<file path="config.mk">
export PLATFORM = sky130hd
export DESIGN_NAME = framed_command_recognizer_flat
export DESIGN_NICKNAME = d
export VERILOG_FILES = /design/src/design/fcr_pkg.sv /design/src/design/fcr_if.sv /design/src/design/framed_command_recognizer.sv /design/src/design/fcr_byte_cell.sv /design/src/flat_wrapper.sv
export SDC_FILE = /design/constraint.sdc
export NUM_CORES = 1
export LEC_CHECK = 0
export BUFFER_PORTS_ARGS = -buffer_cell sky130_fd_sc_hd__buf_2
export CELL_PAD_IN_SITES_DETAIL_PLACEMENT = 0
export CELL_PAD_IN_SITES_GLOBAL_PLACEMENT = 2
export CORE_ASPECT_RATIO = 2
export CORE_UTILIZATION = 42
export DETAILED_ROUTE_END_ITERATION = 8
export HOLD_SLACK_MARGIN = 0.15
export PLACE_DENSITY_LB_ADDON = 0.1
export SYNTH_ARGS = -nofsm -noshare
export SYNTH_HDL_FRONTEND = slang
export SYNTH_SLANG_ARGS = --single-unit
</file>
<file path="constraint.sdc">
create_clock -name clk -period 8.8 [get_ports clk]
set_input_delay 1.32 -clock clk [delete_from_list [all_inputs] [get_ports clk]]
set_output_delay 1.32 -clock clk [all_outputs]
set_load 0.02 [all_outputs]
</file>
<file path="src/design/fcr_pkg.sv">
// Package for the framed command recognizer.
// Holds the command table, marker codes and shared types; no dependencies.
`timescale 1ns / 1ps
`default_nettype none
package fcr_pkg;

    localparam int NUM_CMDS = 14;

    localparam logic [7:0] START_MARK = 8'h23;
    localparam logic [7:0] END_MARK   = 8'h21;
    localparam logic [3:0] NO_MATCH   = 4'd14;

    localparam logic [31:0] CMD_TABLE [NUM_CMDS] = '{
        32'h54696d65, 32'h4d6f6465, 32'h4d436f64, 32'h53436f64,
        32'h5353706b, 32'h53706c74, 32'h52656378, 32'h53746f70,
        32'h506c6179, 32'h44656c41, 32'h53746174, 32'h4361703f,
        32'h4c697374, 32'h44656c65
    };

    typedef logic [NUM_CMDS-1:0] match_vec_t;

    typedef struct packed {
        logic [3:0]  command_index;
        logic [31:0] command_code;
        logic [6:0]  frame_length;
        logic [7:0]  arg_first;
        logic [7:0]  arg_second;
        logic [7:0]  arg_third;
    } result_t;

endpackage
`default_nettype wire

</file>
<file path="src/design/fcr_if.sv">
// Valid/ready channel interfaces for the received bytes and the results.
// Depends on nothing.
`timescale 1ns / 1ps
`default_nettype none
interface fcr_in_if;
    logic       valid;
    logic       ready;
    logic [7:0] rx_byte;

    modport source (output valid, output rx_byte, input ready);
    modport sink   (input valid, input rx_byte, output ready);
endinterface

interface fcr_out_if;
    logic        valid;
    logic        ready;
    logic [3:0]  command_index;
    logic [31:0] command_code;
    logic [6:0]  frame_length;
    logic [7:0]  arg_first;
    logic [7:0]  arg_second;
    logic [7:0]  arg_third;

    modport source (output valid, output command_index, output command_code,
                    output frame_length, output arg_first, output arg_second,
                    output arg_third, input ready);
    modport sink   (input valid, input command_index, input command_code,
                    input frame_length, input arg_first, input arg_second,
                    input arg_third, output ready);
endinterface
`default_nettype wire

</file>
<file path="src/design/framed_command_recognizer.sv">
// A '!' result is registered in the output register, or in the skid entry while that waits.
// Throughput: one byte per cycle; a skid entry behind the output register keeps input
// flowing while one result waits, and a second waiting result stalls input until one is taken.
// Reset: rst_n clears frame count, byte chain, argument bytes and the output and skid valid flags.
// Top level of the framed command recognizer.
// Depends on fcr_pkg, fcr_if and fcr_byte_cell.
`timescale 1ns / 1ps
`default_nettype none
module framed_command_recognizer #(
    parameter int BUFFER_DEPTH = 64
) (
    input  wire logic  clk,
    input  wire logic  rst_n,
    fcr_in_if.sink     rx,
    fcr_out_if.source  cmd
);
    import fcr_pkg::*;

    localparam int CNT_W = $clog2(BUFFER_DEPTH + 1);
    localparam int EXT_W = (CNT_W > 7) ? CNT_W : 7;

    logic             accept;
    logic             is_start;
    logic             is_end;
    logic [CNT_W-1:0] count_reg;
    logic [CNT_W-1:0] count_next;
    logic [CNT_W-1:0] pos;
    logic [EXT_W-1:0] len_ext;
    logic [7:0]       arg_reg  [3];
    logic [7:0]       arg_next [3];

    logic [7:0]       chain [5];
    match_vec_t       lane_match [4];
    match_vec_t       hit;
    logic [3:0]       index;
    result_t          res;

    result_t          out_reg;
    result_t          out_next;
    logic             out_valid_reg;
    logic             out_valid_next;
    result_t          skid_reg;
    result_t          skid_next;
    logic             skid_valid_reg;
    logic             skid_valid_next;
    logic             out_fire;

    assign rx.ready = !skid_valid_reg;
    assign accept   = rx.valid && rx.ready;
    assign is_start = (rx.rx_byte == START_MARK);
    assign is_end   = (rx.rx_byte == END_MARK);

    // frame position
    always_comb
    begin
        pos = is_start ? '0 : count_reg;
        if (pos >= CNT_W'(BUFFER_DEPTH))
        begin
            pos = '0;
        end
        count_next = pos + CNT_W'(1);
        for (int k = 0; k < 3; k++)
        begin
            arg_next[k] = arg_reg[k];
            if (pos == CNT_W'(k + 1))
            begin
                arg_next[k] = rx.rx_byte;
            end
        end
    end

    assign len_ext = EXT_W'(count_next);

    always_ff @(posedge clk or negedge rst_n)
    begin
        if (!rst_n)
        begin
            count_reg <= '0;
            for (int k = 0; k < 3; k++)
            begin
                arg_reg[k] <= 8'h00;
            end
        end
        else if (accept)
        begin
            count_reg <= count_next;
            for (int k = 0; k < 3; k++)
            begin
                arg_reg[k] <= arg_next[k];
            end
        end
    end

    // recent-byte chain, newest byte in lane 0
    assign chain[0] = rx.rx_byte;

    for (genvar g = 0; g < 4; g++)
    begin : g_cell
        fcr_byte_cell #(
            .LANE (g)
        ) u_cell (
            .clk   (clk),
            .rst_n (rst_n),
            .shift (accept),
            .clear ((g != 0) && is_start),
            .din   (chain[g]),
            .dout  (chain[g+1]),
            .match (lane_match[g])
        );
    end

    assign hit = lane_match[0] & lane_match[1] & lane_match[2] & lane_match[3];

    always_comb
    begin
        index = NO_MATCH;
        for (int i = NUM_CMDS - 1; i >= 0; i--)
        begin
            if (hit[i])
            begin
                index = 4'(i);
            end
        end
    end

    always_comb
    begin
        res.command_index = index;
        res.command_code  = {chain[4], chain[3], chain[2], chain[1]};
        res.frame_length  = len_ext[6:0];
        res.arg_first     = arg_next[0];
        res.arg_second    = arg_next[1];
        res.arg_third     = arg_next[2];
    end

    // output register with skid entry
    assign out_fire = out_valid_reg && cmd.ready;

    always_comb
    begin
        out_next        = out_reg;
        out_valid_next  = out_valid_reg;
        skid_next       = skid_reg;
        skid_valid_next = skid_valid_reg;
        if (out_fire && skid_valid_reg)
        begin
            out_next        = skid_reg;
            skid_valid_next = 1'b0;
        end
        else if (accept && is_end)
        begin
            if (!out_valid_reg || cmd.ready)
            begin
                out_next       = res;
                out_valid_next = 1'b1;
            end
            else
            begin
                skid_next       = res;
                skid_valid_next = 1'b1;
            end
        end
        else if (out_fire)
        begin
            out_valid_next = 1'b0;
        end
    end

    always_ff @(posedge clk or negedge rst_n)
    begin
        if (!rst_n)
        begin
            out_valid_reg  <= 1'b0;
            skid_valid_reg <= 1'b0;
        end
        else
        begin
            out_valid_reg  <= out_valid_next;
            skid_valid_reg <= skid_valid_next;
        end
    end

    always_ff @(posedge clk)
    begin
        out_reg  <= out_next;
        skid_reg <= skid_next;
    end

    assign cmd.valid         = out_valid_reg;
    assign cmd.command_index = out_reg.command_index;
    assign cmd.command_code  = out_reg.command_code;
    assign cmd.frame_length  = out_reg.frame_length;
    assign cmd.arg_first     = out_reg.arg_first;
    assign cmd.arg_second    = out_reg.arg_second;
    assign cmd.arg_third     = out_reg.arg_third;

endmodule
`default_nettype wire

</file>
<file path="src/design/fcr_byte_cell.sv">
// One byte cell of the recent-byte shift chain, with its slice of the table compare.
// Depends on fcr_pkg.
`timescale 1ns / 1ps
`default_nettype none
module fcr_byte_cell #(
    parameter int LANE = 0
) (
    input  wire logic              clk,
    input  wire logic              rst_n,
    input  wire logic              shift,
    input  wire logic              clear,
    input  wire logic [7:0]        din,
    output logic [7:0]             dout,
    output fcr_pkg::match_vec_t    match
);
    import fcr_pkg::*;

    logic [7:0] data_reg;
    logic [7:0] data_next;

    always_comb
    begin
        data_next = data_reg;
        if (shift)
        begin
            data_next = clear ? 8'h00 : din;
        end
    end

    always_ff @(posedge clk or negedge rst_n)
    begin
        if (!rst_n)
        begin
            data_reg <= 8'h00;
        end
        else
        begin
            data_reg <= data_next;
        end
    end

    always_comb
    begin
        for (int i = 0; i < NUM_CMDS; i++)
        begin
            match[i] = (data_reg == CMD_TABLE[i][8*LANE +: 8]);
        end
    end

    assign dout = data_reg;

endmodule
`default_nettype wire

</file>
<file path="src/flat_wrapper.sv">
// flat-port wrapper written by rule: the top's interface ports become plain ports
module framed_command_recognizer_flat import fcr_pkg::*;
#(
    parameter int BUFFER_DEPTH = 64
)
  (clk, rst_n, rx_valid, rx_rx_byte, rx_ready, cmd_valid, cmd_command_index, cmd_command_code, cmd_frame_length, cmd_arg_first, cmd_arg_second, cmd_arg_third, cmd_ready);
  fcr_in_if rx_i ();
  fcr_out_if cmd_i ();
  input  wire logic clk;
  input  wire logic rst_n;
  input wire logic [$bits(rx_i.valid)-1:0] rx_valid;
  input wire logic [$bits(rx_i.rx_byte)-1:0] rx_rx_byte;
  output wire logic [$bits(rx_i.ready)-1:0] rx_ready;
  output wire logic [$bits(cmd_i.valid)-1:0] cmd_valid;
  output wire logic [$bits(cmd_i.command_index)-1:0] cmd_command_index;
  output wire logic [$bits(cmd_i.command_code)-1:0] cmd_command_code;
  output wire logic [$bits(cmd_i.frame_length)-1:0] cmd_frame_length;
  output wire logic [$bits(cmd_i.arg_first)-1:0] cmd_arg_first;
  output wire logic [$bits(cmd_i.arg_second)-1:0] cmd_arg_second;
  output wire logic [$bits(cmd_i.arg_third)-1:0] cmd_arg_third;
  input wire logic [$bits(cmd_i.ready)-1:0] cmd_ready;
  assign rx_i.valid = rx_valid;
  assign rx_i.rx_byte = rx_rx_byte;
  assign rx_ready = rx_i.ready;
  assign cmd_valid = cmd_i.valid;
  assign cmd_command_index = cmd_i.command_index;
  assign cmd_command_code = cmd_i.command_code;
  assign cmd_frame_length = cmd_i.frame_length;
  assign cmd_arg_first = cmd_i.arg_first;
  assign cmd_arg_second = cmd_i.arg_second;
  assign cmd_arg_third = cmd_i.arg_third;
  assign cmd_i.ready = cmd_ready;
  framed_command_recognizer #(.BUFFER_DEPTH(BUFFER_DEPTH)) u_core (.clk(clk), .rst_n(rst_n), .rx(rx_i), .cmd(cmd_i));
endmodule
</file>
==> results of run 1 <==
how the worst min path moves through the flow:
stage	slack, ns	start	end
2_1_floorplan	0.42	u_core.g_cell[0].u_cell.dout[7]	u_core.skid_reg[38]
3_3_place_gp	0.49	u_core.skid_reg[47]	u_core.cmd.command_code[16]
3_5_place_dp	0.50	u_core.arg_reg[17]	u_core.arg_reg[17]
4_1_cts	0.51	u_core.skid_reg[56]	u_core.cmd.command_code[25]
5_1_grt	0.53	u_core.arg_reg[23]	u_core.arg_reg[23]
6_report	0.51	u_core.skid_reg[56]	u_core.cmd.command_code[25]
per-stage QoR:
| step | hold WS, ns | worst slack, ns | utilization (%) | cell area (um2) |
|---|---|---|---|---|
| floorplan | 0.420 | 1.14 | - | 9050 |
| finish | 0.508 | 4.88 | 48.8 | 10200 |
| CTS | 0.514 | 4.89 | 48.8 | 10200 |
| global placement | 0.491 | 4.42 | 45.9 | 9640 |
| global route | 0.527 | 4.73 | 48.8 | 10200 |
| detailed placement | 0.496 | 4.41 | 45.9 | 9640 |
power groups by stage:
stage / registers, mW / logic, mW / clock network [mW]
floorplan: 1.20 / 0.452 / 0
global placement: 1.25 / 0.505 / 0
detailed placement: 1.25 / 0.523 / 0
CTS: 1.23 / 0.525 / 0.826
global route: 1.24 / 0.559 / 0.853
finish: 1.23 / 0.519 / 0.803
cells in the mapped netlist, types with 3 or more instances:
| cell type | number | share of area (%) |
|---|---|---|
| or3b_2 | 3 | 0.29 |
| o21ai_0 | 8 | 0.44 |
| edfxtp_1 | 134 | 44 |
| inv_1 | 9 | 0.37 |
| dfrtp_1 | 65 | 18 |
| nand2b_1 | 12 | 0.83 |
| mux2_4 | 62 | 10 |
| nor3_1 | 11 | 0.61 |
| nor4b_1 | 4 | 0.39 |
| nand4b_1 | 6 | 0.58 |
| o2111ai_1 | 3 | 0.29 |
| or4b_1 | 4 | 0.44 |
| a21oi_1 | 6 | 0.33 |
| and2_1 | 4 | 0.28 |
| o31ai_1 | 4 | 0.33 |
| nor4_1 | 18 | 1.2 |
| nand4bb_1 | 6 | 0.75 |
| mux2_2 | 10 | 1.2 |
| nand3_1 | 17 | 0.94 |
| clkbuf_1 | 34 | 1.4 |
| nand4_1 | 15 | 1.0 |
| nand2_1 | 154 | 6.4 |
| buf_2 | 6 | 0.33 |
| ha_1 | 3 | 0.41 |
| nor3b_1 | 3 | 0.25 |
| nand3b_1 | 4 | 0.33 |
| buf_6 | 6 | 0.75 |
| xnor2_1 | 3 | 0.29 |
| a22o_1 | 24 | 2.3 |
| nor2_1 | 17 | 0.70 |
| or2_2 | 4 | 0.28 |
cell families (layout without fill, tap and decap cells):
kind of cell    after synthesis  in the layout  synth area share (%)
mux                          72             72                  11.5
fa+ha+maj                     3              3                 0.415
flops                       199            199                  62.4
xor+xnor                      5              5                 0.484
buf+inv                      56            127                  2.90
compound gates               57             57                  4.74
simple gates                302            302                  17.5
layer usage:
layer  track usage, %  up-vias  wire length (um)
met5                0        -                 0
met4             13.3        0              1160
met3             4.07       62               734
met2             40.2      141             12800
met1             23.8     2882              8700
li1                 -     2664                 -
cell type report:
type                            instances  area (um2)  area share [%]
Clock inverter                         14         156            1.53
Clock buffer                           18         450            4.39
Sequential cell                       199        5650            55.1
Tap cell                              269         337            3.28
Multi-Input combinational cell        439        3180            31.0
Inverter                                9        33.8           0.330
Timing Repair Buffer                   86         445            4.35
worst max-delay path, stage by stage:
cell,delay (ns)
buf_2,0.17
nor4b_2,0.50
nand2_1,0.13
or3_1,0.48
nor2_4,0.71
buf_4,0.62
cell usage in the layout (no fill, tap or decap), drive strengths merged, types with 4 or more instances in the layout:
master | Yosys | layout
inv | 9 | 16
mux2 | 72 | 72
nand4 | 15 | 15
and2 | 4 | 4
nand2 | 154 | 154
nor3 | 12 | 12
nand3 | 17 | 17
nand4bb | 6 | 6
dfrtp | 65 | 65
nand4b | 6 | 6
o31ai | 4 | 4
clkbuf | 34 | 18
buf | 13 | 86
o21ai | 8 | 8
nand3b | 4 | 4
nor2 | 18 | 18
or4b | 4 | 4
nor3b | 4 | 4
nand2b | 14 | 14
nor4 | 18 | 18
or2 | 4 | 4
a21oi | 6 | 6
nor4b | 6 | 6
edfxtp | 134 | 134
a22o | 24 | 24
==> tab_implementation.tex, run 1 <==
\begin{tabular}{lr}
\hline
Metric & Value \\
\hline
\multicolumn{2}{l}{\textbf{Floorplan}} \\
Core region area & 0.0210 mm2 \\
Die width & 106 um \\
Number of rows in the core area & 75 \\
Count of boundary I/O pins & 81 \\
Die height & between 200 and 250 um \\
Effective utilization at floorplan & a little over two fifths \\
Full die area & 0.0222 mm2 \\
\multicolumn{2}{l}{\textbf{Timing}} \\
Slew of the pin with the lowest slew margin & 1.26 ns \\
Upper clock frequency limit & 255 MHz \\
Post-route clock skew & 0.00946 ns \\
Number of hold violations in the final report & 0 \\
Final critical-path share of the clock period & 44.5\% \\
RSZ-0062 raised after global routing & no \\
Final setup vio count & 0 \\
Setup TNS & 0 ns \\
Final Max Slew Viols & 0 \\
Time the final worst path needs with I/O delays and setup & 3.92 ns \\
Headroom to the max-slew limit & 15.9\% \\
\multicolumn{2}{l}{\textbf{Flow run}} \\
Max-cap violations & 0 \\
\multicolumn{2}{l}{\textbf{Detailed routing}} \\
DRC violation total after the first TritonRoute iteration & 245 \\
Overall via count from detail\_route & 5749 \\
Detail-routed via count per cell & between 5 and 6 \\
Average wire length per cell after detail routing & 22.6 um \\
DRC violation count after routing & 0 \\
Antenna-violating nets left & 0 \\
Count of TritonRoute iterations in the first routing pass & 5 \\
Total Wirelength & 23400 um \\
\multicolumn{2}{l}{\textbf{Clocking}} \\
Number of clock sinks & between 150 and 200 \\
Clock slew at the register clock pins of the worst setup and hold paths & 0.07 ns \\
H-tree level count & 4 \\
Number of CTS-inserted buffers & 17 \\
Root Buffer & clkbuf\_16 \\
Clock tree from TritonCTS & built \\
Number of buffers on the longest clock path & 2 \\
Resized Gates After CTS & 0 \\
Hold-fix buffers at CTS & 0 \\
Skew-Pair Late Insertion Delay & 0.45 ns \\
Postcts setup bufs & 0 \\
\multicolumn{2}{l}{\textbf{Pwr}} \\
Portion of total power attributed to the clock network & 31.4\% \\
Relative contribution of sequential cells to total power & 48.3\% \\
Switching power & between 600 and 700 uW \\
Total design power & roughly 2.6 mW \\
Maximum vdd ir drop & between 150 and 200 uV \\
Internal power of the cells & 1.87 mW \\
Proportion of total power due to net switching & roughly a quarter \\
Pwr/cell area & roughly 250 mW/mm2 \\
Comb pwr share & 20.3\% \\
Leakage Power & 4.15 nW \\
\multicolumn{2}{l}{\textbf{Final layout}} \\
Fill count & 1945 \\
Antenna Diode Count & 0 \\
Share of layout cells above drive strength 1 & 27.3\% \\
Flip-flop count of the largest register after layout & 67 \\
Non-filler cells, final & 1034 \\
Net total in the final layout & 767 \\
P\&R area growth vs syn & 13.2\% \\
\multicolumn{2}{l}{\textbf{Worst setup path}} \\
Critical R2R Launch & u\_core.skid\_valid\_reg \\
Setup crit end kind & flip-flop \\
Worst endpoint data arrival time & 4.00 ns \\
Critical path class & in -> reg \\
Reg2reg setup slack & 5.66 ns \\
Startpoint type of the worst setup path & input port \\
Required time of the critical path & 8.88 ns \\
Highest fanout seen on the critical path & 40 \\
Worst Reg-to-Reg Cells & 6 \\
Worst R2R End & u\_core.skid\_reg[65] \\
Destination of the critical timing path & u\_core.skid\_reg[65] \\
Crit path from & rx\_rx\_byte[4] \\
\multicolumn{2}{l}{\textbf{Worst hold path}} \\
Path type of the worst min-delay path & reg -> reg \\
Count of cells along the worst hold path & 2 \\
\multicolumn{2}{l}{\textbf{Place}} \\
RePlAce Congestion & 0.909 \\
Final HPWL DP & 15700 um \\
Input/output buffers & 80 \\
Placed Cells incl. Taps & 1002 \\
\multicolumn{2}{l}{\textbf{Synth}} \\
FF+latch count, synth & 199 \\
Synth async-reset ratio & between 30 and 40\% \\
Post-synth design cell area & 0.00905 mm2 \\
Yosys Warn Count & 0 \\
Post-synthesis instance total & 694 \\
Sequential element share of the synthesized area & a little over three fifths \\
Post-Synthesis Net Count & 709 \\
Count of cell types in the netlist & 56 \\
Number of synthesized flops with an enable pin & roughly 130 \\
Mapped Avg Cell Area & 13.0 um2 \\
Main flop type after synthesis & edfxtp\_1 \\
\multicolumn{2}{l}{\textbf{Global route}} \\
Number of global-route vias before repair & 6041 \\
Total grt overflow & 0 \\
Global router's overall resource usage & roughly 22\% \\
Initial antenna violation count & 0 \\
Wire length of the first global-routing pass & around 36000 um \\
Pin count of the biggest net entering global routing & 70 \\
\multicolumn{2}{l}{\textbf{Run status}} \\
Result of the run & completed \\
\hline
\end{tabular}
Note: power is estimated with default switching activity, not from simulation.
==> run 2: changes to the inputs <==
--- a/config.mk
+++ b/config.mk
@@ -5,11 +5,12 @@
 export SDC_FILE = /design/constraint.sdc
 export NUM_CORES = 1
 export LEC_CHECK = 0
+export ABC_AREA = 1
 export BUFFER_PORTS_ARGS = -buffer_cell sky130_fd_sc_hd__buf_2
 export CELL_PAD_IN_SITES_DETAIL_PLACEMENT = 0
 export CELL_PAD_IN_SITES_GLOBAL_PLACEMENT = 2
 export CORE_ASPECT_RATIO = 2
-export CORE_UTILIZATION = 42
+export CORE_UTILIZATION = 35
 export DETAILED_ROUTE_END_ITERATION = 8
 export HOLD_SLACK_MARGIN = 0.15
 export PLACE_DENSITY_LB_ADDON = 0.1
==> constraint.sdc (replaced) <==
create_clock -name clk -period 3.6 [get_ports clk]
set_input_delay 0.54 -clock clk [delete_from_list [all_inputs] [get_ports clk]]
set_output_delay 0.54 -clock clk [all_outputs]
set_load 0.02 [all_outputs]
==> run 2 against run 1 <==
Net effect: non-clock buffer count up 7; final area up 5.0%; critical endpoint is now u_core.cmd.arg_second[3]; cell count up 34%; largest cell class unchanged; register-to-register slack worse by 4.5 ns; via count up 17%; critical path type is now reg -> reg; synthesized area up 3.3%; core utilization down 7.8 points.
==> tab_implementation.tex, run 2 <==
\begin{tabular}{lr}
\hline
Metric & Value \\
\hline
\multicolumn{2}{l}{\textbf{Run status}} \\
Result of the run & completed \\
\multicolumn{2}{l}{\textbf{Timing}} \\
Upper clock frequency limit & 404 MHz \\
Final Max Slew Viols & 0 (unchanged) \\
Final setup vio count & 0 (unchanged) \\
Minimum setup slack in the final design & 1.13 ns (-3.75 ns) \\
Post-route clock skew & 0.00779 ns (-0.00167 ns) \\
Final critical-path share of the clock period & 68.7\% \\
Number of hold violations in the final report & 0 (unchanged) \\
Slew of the pin with the lowest slew margin & 1.09 ns (-0.168 ns) \\
Headroom to the max-slew limit & 27.1\% (+11 points) \\
Setup TNS & 0 ns (unchanged) \\
RSZ-0062 raised after global routing & no \\
Time the final worst path needs with I/O delays and setup & 2.47 ns \\
Worst Hold Slack & 0.433 ns (-0.0748 ns) \\
\multicolumn{2}{l}{\textbf{Clocking}} \\
Skew-Pair Late Insertion Delay & 0.45 ns (about the same) \\
Clock tree from TritonCTS & built \\
Number of buffers on the longest clock path & 2 (unchanged) \\
Number of CTS-inserted buffers & 17 (unchanged) \\
Root Buffer & clkbuf\_16 \\
H-tree level count & 4 (unchanged) \\
Resized Gates After CTS & 0 (unchanged) \\
Clock slew at the register clock pins of the worst setup and hold paths & 0.07 ns (about the same) \\
Number of clock sinks & 199 (unchanged) \\
\multicolumn{2}{l}{\textbf{Synth}} \\
Synth top area cells & edfxtp\_1 43\%, dfrtp\_1 17\%, nand2\_1 7.3\% \\
Count of cell types in the netlist & 36 (-36\%) \\
FF+latch count, synth & 199 (unchanged) \\
Main flop type after synthesis & edfxtp\_1 \\
Combinational family with the most area after synthesis & simple AND/OR/NAND/NOR gates \\
Synthesized-area fraction occupied by and/or/nand/nor cells & 26.3\% (+8.8 points) \\
Synth async-reset ratio & 32.7\% (unchanged) \\
Fraction of synthesized area in multiplexers & 0\% (-12 points) \\
Post-synth design cell area & 0.00935 mm2 (+3.3\%) \\
Synth top area share & 43.0\% (-1.4 points) \\
Yosys Warn Count & 0 (unchanged) \\
Post-synthesis instance total & 953 (+37\%) \\
Fraction of synthesized cell area in xor and xnor cells & 0.0936\% (-0.39 points) \\
Synth Area in Compound Gates & 6.05\% (+1.3 points) \\
Leading cell type by number of instances after synthesis & nand2\_1 \\
Post-Synthesis Net Count & 968 (+37\%) \\
Number of synthesized flops with an enable pin & 134 (unchanged) \\
Mapped Avg Cell Area & 9.82 um2 (-25\%) \\
Cell type contributing the most total cell area after synthesis & edfxtp\_1 \\
Synthesized-area fraction occupied by adder cells & 0.401\% (-0.013 points) \\
Top cells by instance count after synthesis & 182 x nand2\_1, 134 x edfxtp\_1, 107 x nand3\_1, 104 x inv\_1, 78 x nor2\_1 \\
Sequential element share of the synthesized area & 60.4\% (-2.0 points) \\
\multicolumn{2}{l}{\textbf{Worst setup path}} \\
Startpoint type of the worst setup path & flip-flop \\
Setup crit end kind & flip-flop \\
Required time of the critical path & 3.91 ns (-4.97 ns) \\
Critical path class & reg -> reg \\
Highest fanout seen on the critical path & 27 (-33\%) \\
Worst endpoint data arrival time & 2.78 ns (-1.22 ns) \\
\multicolumn{2}{l}{\textbf{Final layout}} \\
Fill count & 2720 (+40\%) \\
P\&R area growth vs syn & 15.0\% \\
Net total in the final layout & 1042 (+36\%) \\
Non-filler cells, final & 1384 (+34\%) \\
Core occupancy in the finished layout & 41.0\% (-7.8 points) \\
Area of the multi-input gates & 0.00310 mm2 (-2.5\%) \\
Flip-flop count of the largest register after layout & 67 (unchanged) \\
Most common cell after layout, fill and taps aside & nand2\_1 \\
Area used by sequential logic in the layout & 0.00565 mm2 (unchanged) \\
Share of layout cells above drive strength 1 & 18.3\% (-9.1 points) \\
Antenna Diode Count & 0 (unchanged) \\
Final design area excluding fillers & 0.0108 mm2 (+5.0\%) \\
Highest-count cells in the layout ignoring fill and taps & 182 x nand2\_1, 134 x edfxtp\_1, 107 x nand3\_1, 103 x inv\_1, 80 x buf\_2 \\
\multicolumn{2}{l}{\textbf{Detailed routing}} \\
Detail-routed via count per cell & 4.87 (-12\%) \\
Count of TritonRoute iterations in the first routing pass & 4 (-1) \\
Antenna-violating nets left & 0 (unchanged) \\
Total Wirelength & 26800 um (+15\%) \\
DRC violation total after the first TritonRoute iteration & 293 (+20\%) \\
Overall via count from detail\_route & 6744 (+17\%) \\
Average wire length per cell after detail routing & 19.3 um (-14\%) \\
DRC violation count after routing & 0 (unchanged) \\
\multicolumn{2}{l}{\textbf{Global route}} \\
Initial antenna violation count & 0 (unchanged) \\
Wire length of the first global-routing pass & 40600 um (+12\%) \\
Pin count of the biggest net entering global routing & 81 (+16\%) \\
Number of global-route vias before repair & 6803 (+13\%) \\
Total grt overflow & 0 (unchanged) \\
Global router's overall resource usage & 20.3\% (-1.9 points) \\
\multicolumn{2}{l}{\textbf{Floorplan}} \\
Full die area & 0.0274 mm2 (+24\%) \\
Number of rows in the core area & 84 (+12\%) \\
Die height & 233 um (+11\%) \\
Effective utilization at floorplan & 35.6\% (-7.5 points) \\
Core region area & 0.0263 mm2 (+25\%) \\
Count of boundary I/O pins & 81 (unchanged) \\
Die width & 118 um (+11\%) \\
\multicolumn{2}{l}{\textbf{Place}} \\
Placed Cells incl. Taps & 1351 (+35\%) \\
Input/output buffers & 80 (unchanged) \\
RePlAce Congestion & 0.874 (-3.9\%) \\
Final HPWL DP & 19100 um (+22\%) \\
Worst Setup Slack post-DPL & 0.654 ns (-3.76 ns) \\
Area of placed instances & 0.0101 mm2 (+5.0\%) \\
\multicolumn{2}{l}{\textbf{Pwr}} \\
Maximum vdd ir drop & 370 uV (+130\%) \\
Proportion of total power due to net switching & 33.7\% (+6.9 points) \\
Portion of total power attributed to the clock network & 30.6\% (-0.8 points) \\
Pwr/cell area & 624 mW/mm2 (+150\%) \\
Total design power & 6.72 mW (+160\%) \\
Comb pwr share & 25.0\% (+4.7 points) \\
Leakage Power & 4.43 nW (+6.6\%) \\
Relative contribution of sequential cells to total power & 44.4\% (-3.9 points) \\
Internal power of the cells & 4.46 mW (+140\%) \\
Switching power & 2.26 mW (+230\%) \\
\multicolumn{2}{l}{\textbf{Worst hold path}} \\
Path type of the worst min-delay path & in -> reg \\
\multicolumn{2}{l}{\textbf{Flow run}} \\
Max-cap violations & 0 (unchanged) \\
\hline
\end{tabular}
-- run 2: cell types whose count changed in the layout (fill, tap and decap cells not counted), moves of 22 or more --
cell	previous run	this run
inv_1	9	103
nand3_1	16	107
o21ai_0	8	77
mux2_4	62	0
nor2_1	16	77
nand2_1	154	182
nand2_2	0	25
a22o_1	24	0
and2_1	4	26
o21ai_1	0	22
-- run 2: kinds of logic after synthesis --
family,count (synthesis)
simple gates,492
xor+xnor,1
compound gates,108
buf+inv,150
fa+ha+maj,3
flops,199
-- run 2: area by class of cell --
type | count | share of cell area [%]
Timing Repair Buffer | 93 | 5.00
Sequential cell | 199 | 52.5
Inverter | 112 | 3.91
Multi-Input combinational cell | 604 | 28.8
Tap cell | 344 | 4.00
Clock inverter | 14 | 1.81
Clock buffer | 18 | 3.99
-- run 2: routing by layer --
layer  vias to the layer above  part of all wire, %  GRT usage (%)
met3                        47                  2.5           3.54
met4                         0                  4.3           10.4
met2                       134                   57           40.2
met1                      3207                   36           19.9
li1                       3356                    -              -
met5                         -                    0              0
-- run 2: worst max-delay path, stage by stage, from the launching register on --
cell and delay (ns):
dfrtp_1 0.52, nor2_1 0.17, o21ai_4 0.87, nand3_4 0.38, nand2_2 0.17, nand3_1 0.08, nand2_1 0.12
-- run 2: final timing paths --
path,from,to,slack [ns],cells after the start
max in group asynchronous,rst_n,u_core.g_cell[3].u_cell.dout[4],2.62,3
worst max-delay path,u_core.count_reg[6],u_core.cmd.arg_second[3],1.13,6
worst min register to register,u_core.g_cell[3].u_cell.dout[5],u_core.skid_reg[60],0.45,0
worst max register to register,u_core.count_reg[6],u_core.cmd.arg_second[3],1.13,6
worst min-delay path,rx_rx_byte[1],u_core.g_cell[0].u_cell.dout[1],0.43,3
min in group asynchronous,rst_n,u_core.arg_reg[14],0.63,3
-- run 2: power by group through the flow --
stage	sequential, mW	combinational [mW]	clock (mW)
finish	2.99	1.68	2.05
global route	3.01	1.90	2.19
CTS	2.99	1.71	2.12
detailed placement	3.04	1.69	0
global placement	3.04	1.68	0
floorplan	2.97	1.34	0
-- run 2: timing repair --
| action | in CTS | in global routing |
|---|---|---|
| endpoints found under the setup margin | 0 | 0 |
| hold endpoints to repair | 65 | 0 |
| hold buffers | 1 | 0 |
| buffers inserted | 0 | 0 |
